**src/hdl/pts_pkg.sv**
```systemverilog
// ----------------------------------------------------------------------------
// pts_pkg
// Shared types and constants of the priority task scheduler.
// ----------------------------------------------------------------------------
package pts_pkg;

    localparam int MAX_TASKS = 16;
    localparam int IDX_W     = $clog2(MAX_TASKS);

    localparam logic [2:0] ST_FREE    = 3'd0;
    localparam logic [2:0] ST_READY   = 3'd1;
    localparam logic [2:0] ST_RUNNING = 3'd2;
    localparam logic [2:0] ST_WAITING = 3'd3;
    localparam logic [2:0] ST_ZOMBIE  = 3'd4;

    localparam logic [1:0] ACT_CREATE = 2'd0;
    localparam logic [1:0] ACT_SCHED  = 2'd1;
    localparam logic [1:0] ACT_EXIT   = 2'd2;
    localparam logic [1:0] ACT_WAIT   = 2'd3;

    localparam logic [2:0] RC_OK      = 3'd0;
    localparam logic [2:0] RC_NOTHING = 3'd1;
    localparam logic [2:0] RC_FULL    = 3'd2;
    localparam logic [2:0] RC_UNSUPP  = 3'd3;
    localparam logic [2:0] RC_KERNEL  = 3'd4;
    localparam logic [2:0] RC_BLOCKED = 3'd5;

    localparam logic [1:0] SCAN_FREE   = 2'd0;
    localparam logic [1:0] SCAN_READY  = 2'd1;
    localparam logic [1:0] SCAN_WAITER = 2'd2;
    localparam logic [1:0] SCAN_ZOMBIE = 2'd3;

    localparam logic [3:0] OP_NONE      = 4'd0;
    localparam logic [3:0] OP_SCAN      = 4'd1;
    localparam logic [3:0] OP_SETRC     = 4'd2;
    localparam logic [3:0] OP_CREATE    = 4'd3;
    localparam logic [3:0] OP_RUN       = 4'd4;
    localparam logic [3:0] OP_RUN_SCHED = 4'd5;
    localparam logic [3:0] OP_ZOMBIE    = 4'd6;
    localparam logic [3:0] OP_WAKE      = 4'd7;
    localparam logic [3:0] OP_REAP      = 4'd8;
    localparam logic [3:0] OP_BLOCK     = 4'd9;

    localparam logic [14:0] PID_MAX = 15'd32767;

    typedef struct packed {
        logic             latch;
        logic [3:0]       op;
        logic [1:0]       kind;
        logic [IDX_W-1:0] idx;
        logic [2:0]       rc;
        logic             out_load;
    } pts_cmd_t;

    typedef struct packed {
        logic [1:0] action;
        logic       stalled;
        logic       kernel;
        logic       target_bad;
        logic       no_hang;
        logic       found;
        logic       out_free;
    } pts_sts_t;

endpackage

```
**src/hdl/pts_ctrl.sv**
```systemverilog
// ----------------------------------------------------------------------------
// pts_ctrl
// Sequencer: steps each action through table scans and update operations, or ends it early with a result code.
// ----------------------------------------------------------------------------
module pts_ctrl
    import pts_pkg::*;
(
    input  logic     clk,
    input  logic     rst_n,
    input  logic     s_tvalid,
    output logic     s_tready,
    input  pts_sts_t sts,
    output pts_cmd_t cmd
);

    localparam logic [3:0] S_IDLE     = 4'd0;
    localparam logic [3:0] S_DISPATCH = 4'd1;
    localparam logic [3:0] S_C_SCAN   = 4'd2;
    localparam logic [3:0] S_C_APPLY  = 4'd3;
    localparam logic [3:0] S_Y_SCAN   = 4'd4;
    localparam logic [3:0] S_Y_RUN    = 4'd5;
    localparam logic [3:0] S_E_ZOMB   = 4'd6;
    localparam logic [3:0] S_E_SCANW  = 4'd7;
    localparam logic [3:0] S_E_WAKE   = 4'd8;
    localparam logic [3:0] S_R_SCAN   = 4'd9;
    localparam logic [3:0] S_R_RUN    = 4'd10;
    localparam logic [3:0] S_W_SCANZ  = 4'd11;
    localparam logic [3:0] S_W_DECIDE = 4'd12;
    localparam logic [3:0] S_OUT      = 4'd13;

    localparam logic [IDX_W-1:0] IDX_LAST = IDX_W'(MAX_TASKS - 1);

    logic [3:0]       state_reg, state_next;
    logic [IDX_W-1:0] idx_reg, idx_next;
    logic             last;

    assign last     = (idx_reg == IDX_LAST);
    assign s_tready = (state_reg == S_IDLE);

    always_comb
    begin
        state_next   = state_reg;
        idx_next     = '0;
        cmd.latch    = 1'b0;
        cmd.op       = OP_NONE;
        cmd.kind     = SCAN_FREE;
        cmd.idx      = idx_reg;
        cmd.rc       = RC_OK;
        cmd.out_load = 1'b0;
        case (state_reg)
            S_IDLE:
            begin
                if (s_tvalid)
                begin
                    cmd.latch  = 1'b1;
                    state_next = S_DISPATCH;
                end
            end
            S_DISPATCH:
            begin
                case (sts.action)
                    ACT_CREATE: state_next = S_C_SCAN;
                    ACT_SCHED:  state_next = S_Y_SCAN;
                    ACT_EXIT:
                    begin
                        if (sts.kernel)
                        begin
                            cmd.op = OP_SETRC; cmd.rc = RC_KERNEL; state_next = S_OUT;
                        end
                        else if (sts.stalled)
                        begin
                            cmd.op = OP_SETRC; cmd.rc = RC_NOTHING; state_next = S_OUT;
                        end
                        else
                            state_next = S_E_ZOMB;
                    end
                    default:
                    begin
                        if (sts.target_bad)
                        begin
                            cmd.op = OP_SETRC; cmd.rc = RC_UNSUPP; state_next = S_OUT;
                        end
                        else if (sts.stalled)
                        begin
                            cmd.op = OP_SETRC; cmd.rc = RC_NOTHING; state_next = S_OUT;
                        end
                        else
                            state_next = S_W_SCANZ;
                    end
                endcase
            end
            S_C_SCAN:
            begin
                cmd.op = OP_SCAN; cmd.kind = SCAN_FREE;
                idx_next = idx_reg + 1'b1;
                if (last) state_next = S_C_APPLY;
            end
            S_C_APPLY:
            begin
                cmd.op = OP_CREATE; state_next = S_OUT;
            end
            S_Y_SCAN:
            begin
                cmd.op = OP_SCAN; cmd.kind = SCAN_READY;
                idx_next = idx_reg + 1'b1;
                if (last) state_next = S_Y_RUN;
            end
            S_Y_RUN:
            begin
                cmd.op = OP_RUN_SCHED; state_next = S_OUT;
            end
            S_E_ZOMB:
            begin
                cmd.op = OP_ZOMBIE; state_next = S_E_SCANW;
            end
            S_E_SCANW:
            begin
                cmd.op = OP_SCAN; cmd.kind = SCAN_WAITER;
                idx_next = idx_reg + 1'b1;
                if (last) state_next = S_E_WAKE;
            end
            S_E_WAKE:
            begin
                cmd.op = OP_WAKE; state_next = S_R_SCAN;
            end
            S_R_SCAN:
            begin
                cmd.op = OP_SCAN; cmd.kind = SCAN_READY;
                idx_next = idx_reg + 1'b1;
                if (last) state_next = S_R_RUN;
            end
            S_R_RUN:
            begin
                cmd.op = OP_RUN; state_next = S_OUT;
            end
            S_W_SCANZ:
            begin
                cmd.op = OP_SCAN; cmd.kind = SCAN_ZOMBIE;
                idx_next = idx_reg + 1'b1;
                if (last) state_next = S_W_DECIDE;
            end
            S_W_DECIDE:
            begin
                if (sts.found)
                begin
                    cmd.op = OP_REAP; state_next = S_OUT;
                end
                else if (sts.no_hang)
                begin
                    cmd.op = OP_SETRC; cmd.rc = RC_NOTHING; state_next = S_OUT;
                end
                else
                begin
                    cmd.op = OP_BLOCK; state_next = S_R_SCAN;
                end
            end
            S_OUT:
            begin
                if (sts.out_free)
                begin
                    cmd.out_load = 1'b1;
                    state_next   = S_IDLE;
                end
            end
            default: state_next = S_IDLE;
        endcase
    end

    always_ff @(posedge clk or negedge rst_n)
    begin
        if (!rst_n)
        begin
            state_reg <= S_IDLE;
            idx_reg   <= '0;
        end
        else
        begin
            state_reg <= state_next;
            idx_reg   <= idx_next;
        end
    end

endmodule

```
**src/hdl/pts_datapath.sv**
```systemverilog
// ----------------------------------------------------------------------------
// pts_datapath
// Task table, scan unit, running-task copy and output register.
// ----------------------------------------------------------------------------
module pts_datapath
    import pts_pkg::*;
(
    input  logic        clk,
    input  logic        rst_n,
    input  logic [39:0] s_tdata,
    output logic [55:0] m_tdata,
    output logic        m_tvalid,
    input  logic        m_tready,
    input  pts_cmd_t    cmd,
    output pts_sts_t    sts
);

    logic [2:0]  slot_state_reg    [MAX_TASKS];
    logic [14:0] slot_pid_reg      [MAX_TASKS];
    logic [15:0] slot_parent_reg   [MAX_TASKS];
    logic [7:0]  slot_priority_reg [MAX_TASKS];
    logic [7:0]  slot_exit_reg     [MAX_TASKS];
    logic [15:0] slot_wait_reg     [MAX_TASKS];
    logic [31:0] slot_stamp_reg    [MAX_TASKS];

    logic [IDX_W-1:0] cur_reg;
    logic [14:0]      cur_pid_reg;
    logic [15:0]      cur_parent_reg;
    logic             stalled_reg;
    logic [14:0]      npc_reg;
    logic [31:0]      stamp_reg;

    logic [1:0]  action_reg;
    logic [7:0]  prio_reg;
    logic [7:0]  code_reg;
    logic [15:0] target_reg;
    logic        no_hang_reg;

    logic             found_reg;
    logic [IDX_W-1:0] found_idx_reg;
    logic [7:0]       best_prio_reg;
    logic [31:0]      best_age_reg;
    logic [14:0]      best_pid_reg;
    logic [15:0]      best_parent_reg;
    logic [7:0]       best_exit_reg;

    logic [2:0]  rc_reg;
    logic [14:0] rpid_reg;
    logic [15:0] word_reg;
    logic        sw_reg;

    logic        out_valid_reg;
    logic [55:0] out_data_reg;

    logic [2:0]  st_i;
    logic [14:0] pid_i;
    logic [15:0] parent_i;
    logic [7:0]  prio_i;
    logic [15:0] wt_i;
    logic [31:0] age_i;
    logic        have;
    logic        older;
    logic        match;
    logic        take;

    always_comb
    begin
        st_i     = slot_state_reg[cmd.idx];
        pid_i    = slot_pid_reg[cmd.idx];
        parent_i = slot_parent_reg[cmd.idx];
        prio_i   = slot_priority_reg[cmd.idx];
        wt_i     = slot_wait_reg[cmd.idx];
        age_i    = stamp_reg - slot_stamp_reg[cmd.idx];
        have     = found_reg && (cmd.idx != '0);
        older    = age_i > best_age_reg;
        match    = 1'b0;
        case (cmd.kind)
            SCAN_FREE:
                match = (st_i == ST_FREE) && !have;
            SCAN_READY:
                match = (st_i == ST_READY) && (!have ||
                        ($signed(prio_i) > $signed(best_prio_reg)) ||
                        ((prio_i == best_prio_reg) && older));
            SCAN_WAITER:
                match = (st_i == ST_WAITING) && (!have || older) &&
                        ((!wt_i[15] && (wt_i != 16'd0) && (wt_i == {1'b0, cur_pid_reg})) ||
                         ((wt_i == 16'hffff) && ({1'b0, pid_i} == cur_parent_reg)));
            default:
                match = (st_i == ST_ZOMBIE) && (cmd.idx != cur_reg) && (!have || older) &&
                        ((target_reg == 16'hffff) ? (parent_i == {1'b0, cur_pid_reg})
                                                  : ({1'b0, pid_i} == target_reg));
        endcase
        take = (cmd.op == OP_SCAN) && match;
    end

    always_ff @(posedge clk)
    begin
        if (cmd.op == OP_ZOMBIE)
            slot_exit_reg[cur_reg] <= code_reg;
        if (cmd.op == OP_BLOCK)
            slot_wait_reg[cur_reg] <= target_reg;
    end

    always_ff @(posedge clk)
    begin
        if (cmd.latch)
        begin
            action_reg  <= s_tdata[1:0];
            prio_reg    <= s_tdata[9:2];
            code_reg    <= s_tdata[17:10];
            target_reg  <= s_tdata[33:18];
            no_hang_reg <= s_tdata[34];
        end
        if (take)
        begin
            found_idx_reg   <= cmd.idx;
            best_prio_reg   <= prio_i;
            best_age_reg    <= age_i;
            best_pid_reg    <= pid_i;
            best_parent_reg <= parent_i;
            best_exit_reg   <= slot_exit_reg[cmd.idx];
        end
        if (cmd.out_load)
            out_data_reg <= {6'd0, sw_reg, cur_pid_reg, word_reg, rpid_reg, rc_reg};
    end

    always_ff @(posedge clk or negedge rst_n)
    begin
        if (!rst_n)
        begin
            for (int i = 0; i < MAX_TASKS; i++)
            begin
                slot_state_reg[i]    <= ST_FREE;
                slot_pid_reg[i]      <= '0;
                slot_parent_reg[i]   <= '0;
                slot_priority_reg[i] <= '0;
                slot_stamp_reg[i]    <= '0;
            end
            slot_state_reg[0]  <= ST_RUNNING;
            slot_parent_reg[0] <= 16'hffff;
            cur_reg        <= '0;
            cur_pid_reg    <= '0;
            cur_parent_reg <= 16'hffff;
            stalled_reg    <= 1'b0;
            npc_reg        <= 15'd1;
            stamp_reg      <= '0;
            found_reg      <= 1'b0;
            rc_reg         <= RC_OK;
            rpid_reg       <= '0;
            word_reg       <= '0;
            sw_reg         <= 1'b0;
            out_valid_reg  <= 1'b0;
        end
        else
        begin
            if (cmd.out_load)
                out_valid_reg <= 1'b1;
            else if (m_tready)
                out_valid_reg <= 1'b0;

            if (cmd.latch)
            begin
                rc_reg   <= RC_OK;
                rpid_reg <= '0;
                word_reg <= '0;
                sw_reg   <= 1'b0;
            end

            if (cmd.op == OP_SCAN)
                found_reg <= have || match;

            case (cmd.op)
                OP_SETRC: rc_reg <= cmd.rc;
                OP_CREATE:
                begin
                    if (!found_reg)
                        rc_reg <= RC_FULL;
                    else
                    begin
                        slot_pid_reg[found_idx_reg]      <= npc_reg;
                        slot_parent_reg[found_idx_reg]   <= {1'b0, cur_pid_reg};
                        slot_priority_reg[found_idx_reg] <= prio_reg;
                        slot_state_reg[found_idx_reg]    <= ST_READY;
                        slot_stamp_reg[found_idx_reg]    <= stamp_reg;
                        stamp_reg <= stamp_reg + 32'd1;
                        rpid_reg  <= npc_reg;
                        npc_reg   <= (npc_reg == PID_MAX) ? 15'd1 : npc_reg + 15'd1;
                    end
                end
                OP_RUN, OP_RUN_SCHED:
                begin
                    if (found_reg)
                    begin
                        if (!stalled_reg)
                        begin
                            slot_state_reg[cur_reg] <= ST_READY;
                            slot_stamp_reg[cur_reg] <= stamp_reg;
                            stamp_reg <= stamp_reg + 32'd1;
                        end
                        slot_state_reg[found_idx_reg] <= ST_RUNNING;
                        cur_reg        <= found_idx_reg;
                        cur_pid_reg    <= best_pid_reg;
                        cur_parent_reg <= best_parent_reg;
                        stalled_reg    <= 1'b0;
                        sw_reg         <= 1'b1;
                    end
                    else if (cmd.op == OP_RUN_SCHED)
                        rc_reg <= RC_NOTHING;
                end
                OP_ZOMBIE:
                begin
                    slot_state_reg[cur_reg] <= ST_ZOMBIE;
                    slot_stamp_reg[cur_reg] <= stamp_reg;
                    stamp_reg   <= stamp_reg + 32'd1;
                    stalled_reg <= 1'b1;
                end
                OP_WAKE:
                begin
                    if (found_reg)
                    begin
                        slot_state_reg[found_idx_reg] <= ST_READY;
                        slot_stamp_reg[found_idx_reg] <= stamp_reg;
                        stamp_reg <= stamp_reg + 32'd1;
                    end
                end
                OP_REAP:
                begin
                    slot_state_reg[found_idx_reg] <= ST_FREE;
                    rpid_reg <= best_pid_reg;
                    word_reg <= {best_exit_reg, 8'h00};
                end
                OP_BLOCK:
                begin
                    slot_state_reg[cur_reg] <= ST_WAITING;
                    slot_stamp_reg[cur_reg] <= stamp_reg;
                    stamp_reg   <= stamp_reg + 32'd1;
                    stalled_reg <= 1'b1;
                    rc_reg      <= RC_BLOCKED;
                end
                default: ;
            endcase
        end
    end

    assign sts.action     = action_reg;
    assign sts.stalled    = stalled_reg;
    assign sts.kernel     = (cur_pid_reg == 15'd0);
    assign sts.target_bad = target_reg[15] && (target_reg != 16'hffff);
    assign sts.no_hang    = no_hang_reg;
    assign sts.found      = found_reg;
    assign sts.out_free   = !out_valid_reg || m_tready;

    assign m_tvalid = out_valid_reg;
    assign m_tdata  = out_data_reg;

endmodule

```
**src/hdl/priority_task_scheduler.sv**
```systemverilog
// ----------------------------------------------------------------------------
// priority_task_scheduler
// Priority ready-queue task scheduler, FIFO order within a priority.
//
//   channel   dir  fields (tdata, lsb first)
//   s_axis    in   action, priority_req, exit_code, target_pid, no_hang
//   m_axis    out  result_code, returned_pid, exit_word, running_pid, switched
//
// Each table scan visits every slot, one slot per cycle. Create and schedule
// run one scan; an exit that proceeds runs two; a wait that proceeds runs one,
// or two when the caller blocks. The output register frees the sequencer once loaded.
// Reset is asynchronous; the table is usable as soon as reset is released.
// A stalled output holds the sequencer in its final state.
// ----------------------------------------------------------------------------
module priority_task_scheduler
    import pts_pkg::*;
(
    input  logic        clk,
    input  logic        rst_n,
    input  logic        s_tvalid,
    output logic        s_tready,
    input  logic [39:0] s_tdata,   // action, priority_req, exit_code, target_pid, no_hang
    output logic        m_tvalid,
    input  logic        m_tready,
    output logic [55:0] m_tdata    // result_code, returned_pid, exit_word, running_pid, switched
);

    pts_cmd_t cmd;
    pts_sts_t sts;

    pts_ctrl u_ctrl (
        .clk      (clk),
        .rst_n    (rst_n),
        .s_tvalid (s_tvalid),
        .s_tready (s_tready),
        .sts      (sts),
        .cmd      (cmd)
    );

    pts_datapath u_datapath (
        .clk      (clk),
        .rst_n    (rst_n),
        .s_tdata  (s_tdata),
        .m_tdata  (m_tdata),
        .m_tvalid (m_tvalid),
        .m_tready (m_tready),
        .cmd      (cmd),
        .sts      (sts)
    );

endmodule

```
**config.mk**
```make
export PLATFORM = sky130hd
export DESIGN_NAME = priority_task_scheduler
export DESIGN_NICKNAME = d
export VERILOG_FILES = /design/src/hdl/pts_pkg.sv /design/src/hdl/pts_ctrl.sv /design/src/hdl/pts_datapath.sv /design/src/hdl/priority_task_scheduler.sv
export SDC_FILE = /design/constraint.sdc
export NUM_CORES = 2
export LEC_CHECK = 0
export ABC_AREA = 1
export BUFFER_PORTS_ARGS = -buffer_cell sky130_fd_sc_hd__buf_4
export CORE_MARGIN = 2
export CORE_UTILIZATION = 50
export DETAILED_ROUTE_END_ITERATION = 16
export GPL_ROUTABILITY_DRIVEN = 0
export PLACE_DENSITY = 0.66
export SYNTH_ARGS = -nofsm -noshare
export SYNTH_HDL_FRONTEND = slang
export SYNTH_SLANG_ARGS = --single-unit
```
**constraint.sdc**
```tcl
create_clock -name clk -period 9.2 [get_ports clk]
set_input_delay 0.92 -clock clk [delete_from_list [all_inputs] [get_ports clk]]
set_output_delay 0.92 -clock clk [all_outputs]
set_load 0.02 [all_outputs]
```
; Yosys cells after proc, flatten, opt, wreduce, memory -nomap -nowiden
; Memory sizes are Yosys's and may differ from the RTL's. A register that Yosys moved wholly into a read port is not among the register bits.
; Index checks and enable logic that the tools add are counted.
[op_classes]
add_sub_neg = 4
order_cmp = 7
eq_ne = 50
mux = 107
n_bitwise = 20
n_reduce_logical = 50
[op_table]
columns = operator, n
row1 = 512-bit two-way mux, 3
row2 = 512-bit one-hot mux with 3 select lines, 1
row3 = 512-bit bitwise mux, 2
row4 = 256-bit bitwise mux, 1
row5 = 32-bit demux with 4-bit select, 2
row6 = 240-bit bitwise mux, 1
row7 = 48-bit two-way mux, 5
row8 = 48-bit one-hot mux with 5 select lines, 1
row9 = 32-bit two-way mux, 7
row10 = 32-bit AND, 4
row11 = 32-bit binary-select mux with 4-bit select, 1
row12 = 128-bit bitwise mux, 1
row13 = 32-bit NOT, 4
row14 = 32-bit one-hot mux with 3 select lines, 1
row15 = 15-bit two-way mux, 6
row16 = 16-bit two-way mux, 5
row17 = 16-bit binary-select mux with 4-bit select, 1
row18 = 16-bit demux with 4-bit select, 1
row19 = 16-bit OR, 4
row20 = 15-bit binary-select mux with 4-bit select, 1
row21 = 15-bit demux with 4-bit select, 1
row22 = 4-bit two-way mux, 15
row23 = 48-bit AND, 1
row24 = 48-bit NOT, 1
row25 = 67 further kinds, 168
[word_totals]
regBits = 1472
ram_bits = 384
output_inout_bits = 58
mem_count = 2
[memory_table]
columns = memory, depth, word_bits, read_ports, rd_clocked_by_memory_dff, write_ports, line
row1 = u_datapath.slot_wait_reg, 16, 16, 1, 0, 1, pts_datapath.sv:23  ; logic [15:0] slot_wait_reg [MAX_TASKS];
row2 = u_datapath.slot_exit_reg, 16, 8, 1, 1, 1, pts_datapath.sv:22  ; logic [7:0] slot_exit_reg [MAX_TASKS];

; Longest topological paths before layout
[depth]
ltp_word = 13
ltp_mapped = 38

; Hierarchy
; A second synthesis with hierarchy kept.
[hier_totals]
hier_cells = 9924
hier_area_um2 = 85519.5
[modules_own_cells]
columns = mod, n_inst, cells_each, area_each_um2
row1 = pts_datapath, 1, 9785, 84651.2
row2 = pts_ctrl, 1, 139, 868.3

; Least setup slack after synthesis
; No wires, ideal clock.
[synth_timing]
path_kind = flip-flop to flip-flop
startpoint = register u_ctrl.idx_reg[0]
endpoint = register u_datapath.best_age_reg[0] (enable)
setup_time_ns = 0.437
arrival_ns = 6.798
required_time_ns = 8.763
path_slack_ns = 1.965
path_stages_with_launch = 37
n_path_buf = 7
path_cell_list = dfrtp_1 > buf_2 > buf_2 > buf_4 > buf_2 > buf_4 > buf_2 > clkbuf_1 > nor2_1 > o22ai_1 > o211ai_1 > nand3_1 > ha_1 > fa_1 > o21ai_0 > a21oi_1 > o21ai_0 > nand2_1 > nand2_1 > nand2_1 > nand2_1 > a21oi_1 > o21ai_0 > xor2_1 > ha_1 > nand2_1 > nor2_1 > nand2_1 > nor4_1 > nand2_1 > nand2_1 > a21oi_1 > nor3_1 > nand2_1 > nand2_1 > nand3_1 > inv_1
[synth_via]
elab_chain_len = 11
elab_cells_between_ends = 54
[synth_lines]
columns = element, line
row1 = start: declaration, pts_ctrl.sv:34  ; logic [IDX_W-1:0] idx_reg, idx_next;
row2 = start signal: assignment, pts_ctrl.sv:179  ; idx_reg <= idx_next;
row3 = 4-bit NOT with 5-bit output (not written as such) (*), pts_datapath.sv:73  ; age_i = stamp_reg - slot_stamp_reg[cmd.idx];
row4 = 32-bit binary-select mux with 4-bit select (*), pts_datapath.sv:73
row5 = 32-bit two-way mux (not written as such) (*) (2 in series), pts_datapath.sv:73
row6 = 32-bit subtractor (*), pts_datapath.sv:73
row7 = via u_datapath.age_i[26], pts_datapath.sv:60  ; logic [31:0] age_i;
row8 = 32-bit > comparator (*), pts_datapath.sv:75  ; older = age_i > best_age_reg;
row9 = 1-bit logical OR / 1-bit logical AND (equally long branches), "pts_datapath.sv:85, pts_datapath.sv:89, pts_datapath.sv:83"
row10 = 1-bit logical AND (tied with other cells), pts_datapath.sv:89  ; match = (st_i == ST_ZOMBIE) && (cmd.idx != cur_reg) && (!have || older) &&
row11 = 1-bit logical AND (on tied branches), "pts_datapath.sv:89, pts_datapath.sv:81, pts_datapath.sv:85"
row12 = 1-bit one-hot mux with 3 select lines (*), pts_datapath.sv:77  ; case (cmd.kind)
row13 = 1-bit logical AND (*), pts_datapath.sv:93  ; take = (cmd.op == OP_SCAN) && match;
row14 = via u_datapath.take, pts_datapath.sv:64  ; logic take;
row15 = end signal: assignment, pts_datapath.sv:118  ; best_age_reg <= age_i;
row16 = end: declaration, pts_datapath.sv:42  ; logic [31:0] best_age_reg;
; The timed path passes the listed nets; every way through them passes the cells marked *. The select of a mux whose other input is x is not followed.
; A chain may end at the register's enable or synchronous reset.

; Worst setup path after layout
[layout_timing]
startpoint = register u_ctrl.idx_reg[0]
endpoint = register u_datapath.best_age_reg[31] (enable)
; The elaborated chain is that of the path after synthesis.

==> impl_metrics.py <==
metrics = {
    "min_path": {
        "hp-class": "in2async",
    },
    "detailed_routing": {
        "first_pass_iters": 6,
        "wl_per_cell_um": 21.23,
        "vias_per_cell": 5.798,
        "wl_mm": 253.9,
        "vias": 69350,
        "drc": 0,
        "drt-initial-drc-count": 7737,
        "antenna_left": 0,
    },
    "layout": {
        "layout-drive-gt1-share": 0.06467,
        "fin_util": 0.5515,
        "area_delta_synth_final_pct": 9.706,
        "n_fill_cell": 15100,
        "largest_reg_flops": 512,
        "num_antenna_cells": 0,
        "multi_input_area_mm2": 0.03121,
        "fin_nets": 9704,
        "register_area_mm2": 0.04865,
    },
    "floorplan": {
        "start_util": 0.5027,
        "chipHeight_um": 416.6,
        "core_area_mm2": 0.1693,
        "die_w_um": 416.6,
        "rows": 151,
        "die_area_mm2": 0.1735,
        "io_pins": 102,
    },
    "global_routing": {
        "grt_pass1_vias": 66400,
        "grt_busiest_layer": "met2",
        "grt_usage": 0.2908,
        "grt_max_degree": 182,
        "met2_usage": 0.4823,
        "groute.layer.met1.usage": 0.3760,
        "overflow": 0,
        "grt_pass1_wl_mm": 391.4,
        "use_met3": 0.03943,
        "antenna_found_initial": 1,
    },
    "sta": {
        "relSlewSlack": 0.1560,
        "min_period_ns": 7.443,
        "setup_ws_ns": 1.757,
        "rsz0062_at_grt": "false",
        "finalSetupTns_ns": 0,
        "fmax_mhz": 134.3,
        "worstMarginPinSlew_ns": 1.264,
        "whs_ns": 0.003680,
        "finClkSkew_ns": 0.04610,
        "setup_viol_count_final": 0,
        "hold_viol": 0,
        "slew_violations": 0,
        "period_share": 0.8091,
    },
    "synthesis": {
        "synth_edf_count": 544,
        "ys_warn_count": 0,
        "synth.ff_latch_count": 1833,
        "synth_top_cell_area_share": 0.3690,
        "yosys-top-cells-area": "dfrtp_1, edfxtp_1, nand2_1",
        "syn_area_per_cell_um2": 8.628,
        "synthArstFlopShare": 0.7032,
        "synthCells": 9864,
        "syn-cell-area_mm2": 0.08510,
        "synth_top_area_cell": "dfrtp_1",
        "synth-seq-area-share": 0.5715,
        "ys_types": 66,
        "synth-main-ff-cell": "dfrtp_1",
    },
    "setup_path": {
        "reg2reg_setup_slack_ns": 1.76,
        "start_kind": "register",
        "worst_path_max_delay_cell": "dfrtp_4",
        "worstSetupPathType": "reg2reg",
        "critical_path_arrival_ns": 7.95,
        "reg2reg_depth": 30,
        "rr_startpoint": "u_ctrl.idx_reg[0]$_DFF_PN0_",
        "cp.required_ns": 9.71,
        "reg2reg_to": "u_datapath.best_age_reg[31]$_DFFE_PP_",
        "cpMostUsedCell": "nand2_1",
        "endpoint_kind": "register",
        "critPathMaxFanout": 101,
        "critPathMaxStageDelay_ns": 0.78,
    },
    "clock_tree": {
        "cts-buffers-inserted": 190,
        "clk_pin_slew_ns": 0.06,
        "postCtsSetupBuffers": 0,
        "htreeDepth": 4,
        "cts_root_buf": "clkbuf_16",
        "clkSinkCount": 1833,
        "cts_hold_buffers": 0,
        "clockBufferDepth": 3,
        "post_cts_resized": 0,
        "worstSkewPairLatency_ns": 0.84,
        "cts_tree": "done",
    },
    "placed_design": {
        "dp_hpwl_mm": 144.0,
        "io_buffers": 82,
        "pre_cts_slack_ns": 1.778,
    },
    "power": {
        "combPwrFrac": 0.328,
        "ir_drop_mv": 0.2270,
        "clkPwrFrac": 0.300,
        "p_sw_w": 0.01028,
        "p_seq_frac": 0.372,
        "p_int_w": 0.01629,
        "p_leak_nw": 41.25,
        "finalPower_w": 0.02657,
        "netSwitchingFraction": 0.3867,
        "pwr_density_cell_mw_per_mm2": 284.6,
    },
    "flow_run": {
        "cap_violations": 0,
    },
    "status": {
        "status": "finished, final reports clean",
    },
}
critical path: cells and delay by family (launching register included):
family / cells / cell delay [ns]
buffers and inverters: 5 / 0.98
XOR/XNOR: 1 / 0.18
AO/OA/AOI/OAI: 11 / 2.73
flip-flops: 1 / 0.78
adder cells (fa/ha/maj): 2 / 0.74
AND/OR/NAND/NOR: 11 / 1.56
logic make-up (layout without fill, tap and decap cells):
group,count (synthesis),after routing,share of synthesized area
compound gates,2306,2306,0.1485
fa+ha+maj,80,80,0.01185
flops,1833,1833,0.5715
buf+inv,1360,1225,0.06465
simple gates,4208,4208,0.1957
mux,1,1,0.0001176
xor+xnor,75,75,0.007719
other cells,1,14,0.00004406
synth_stat cells (all sizes together), types with 22 or more instances:
library cell and number:
a22oi 22, nand4 31, inv 658, nand2 2858, ha 79, dfstp 34
nor3 57, a31oi 59, a21oi 143, o22ai 120, nor2 807, o221ai 72
o211ai 56, edfxtp 544, buf 265, o21ai 1765, nand3 432, xor2 62
clkbuf 421, dfrtp 1255
how the worst max path moves through the flow:
stage                                            end                        start  cells after the start
2_1_floorplan   u_datapath.best_age_reg[0]$_DFFE_PP_  u_ctrl.idx_reg[0]$_DFF_PN0_                     36
3_3_place_gp    u_datapath.best_age_reg[4]$_DFFE_PP_  u_ctrl.idx_reg[0]$_DFF_PN0_                     30
3_5_place_dp    u_datapath.best_age_reg[5]$_DFFE_PP_  u_ctrl.idx_reg[0]$_DFF_PN0_                     29
4_1_cts        u_datapath.best_age_reg[31]$_DFFE_PP_  u_ctrl.idx_reg[0]$_DFF_PN0_                     29
5_1_grt        u_datapath.best_age_reg[31]$_DFFE_PP_  u_ctrl.idx_reg[0]$_DFF_PN0_                     30
6_report       u_datapath.best_age_reg[31]$_DFFE_PP_  u_ctrl.idx_reg[0]$_DFF_PN0_                     30
power groups by stage:
stage	clock network [W]	logic, W	registers, W
final	0.00798	0.00870	0.00989
after global routing	0.00839	0.00959	0.00994
after CTS	0.00806	0.00861	0.00987
after detailed placement	0	0.00857	0.0100
after global placement	0	0.00839	0.0100
after floorplan	0	0.00605	0.00974
placed cells by master (no fill, tap or decap), drive strengths merged, types with 3 or more instances in the layout:
master	Yosys	final
a211oi	4	4
a21oi	143	143
a221oi	10	10
a22o	3	3
a22oi	22	22
a31oi	59	59
a41oi	5	5
buf	265	197
bufinv	0	15
clkbuf	421	280
clkinv	16	56
clkinvlp	0	7
conb	1	14
dfrtp	1255	1255
dfstp	34	34
edfxtp	544	544
ha	79	79
inv	658	670
nand2	2858	2858
nand3	432	432
nand3b	4	4
nand4	31	31
nor2	807	807
nor3	57	57
nor4	13	13
o211ai	56	56
o21a	11	11
o21ai	1765	1765
o21bai	7	7
o221ai	72	72
o22ai	120	120
o311ai	5	5
o31ai	12	12
xnor2	13	13
xor2	62	62
routing by layer:
layer | routed length [um] | share of wire
met1 | 101500 | 0.40
met2 | 120200 | 0.47
met3 | 18780 | 0.074
met4 | 13380 | 0.053
met5 | 13 | 0.000051
cell type report:
cell class	instances	share of cell area
Clock buffer	280	0.06009
Sequential cell	1833	0.5211
Inverter	674	0.02738
Timing Repair Buffer	197	0.01780
Clock inverter	74	0.009609
Tap cell	2218	0.02972
Multi-Input combinational cell	6684	0.3343
per-stage QoR:
stage,area [um^2],std cells
after floorplan,85150,9877
after global placement,86860,11610
after detailed placement,86860,11610
after CTS,93360,11960
after global routing,93360,11960
final,93360,11960
Power figures use the tool's default switching activity.
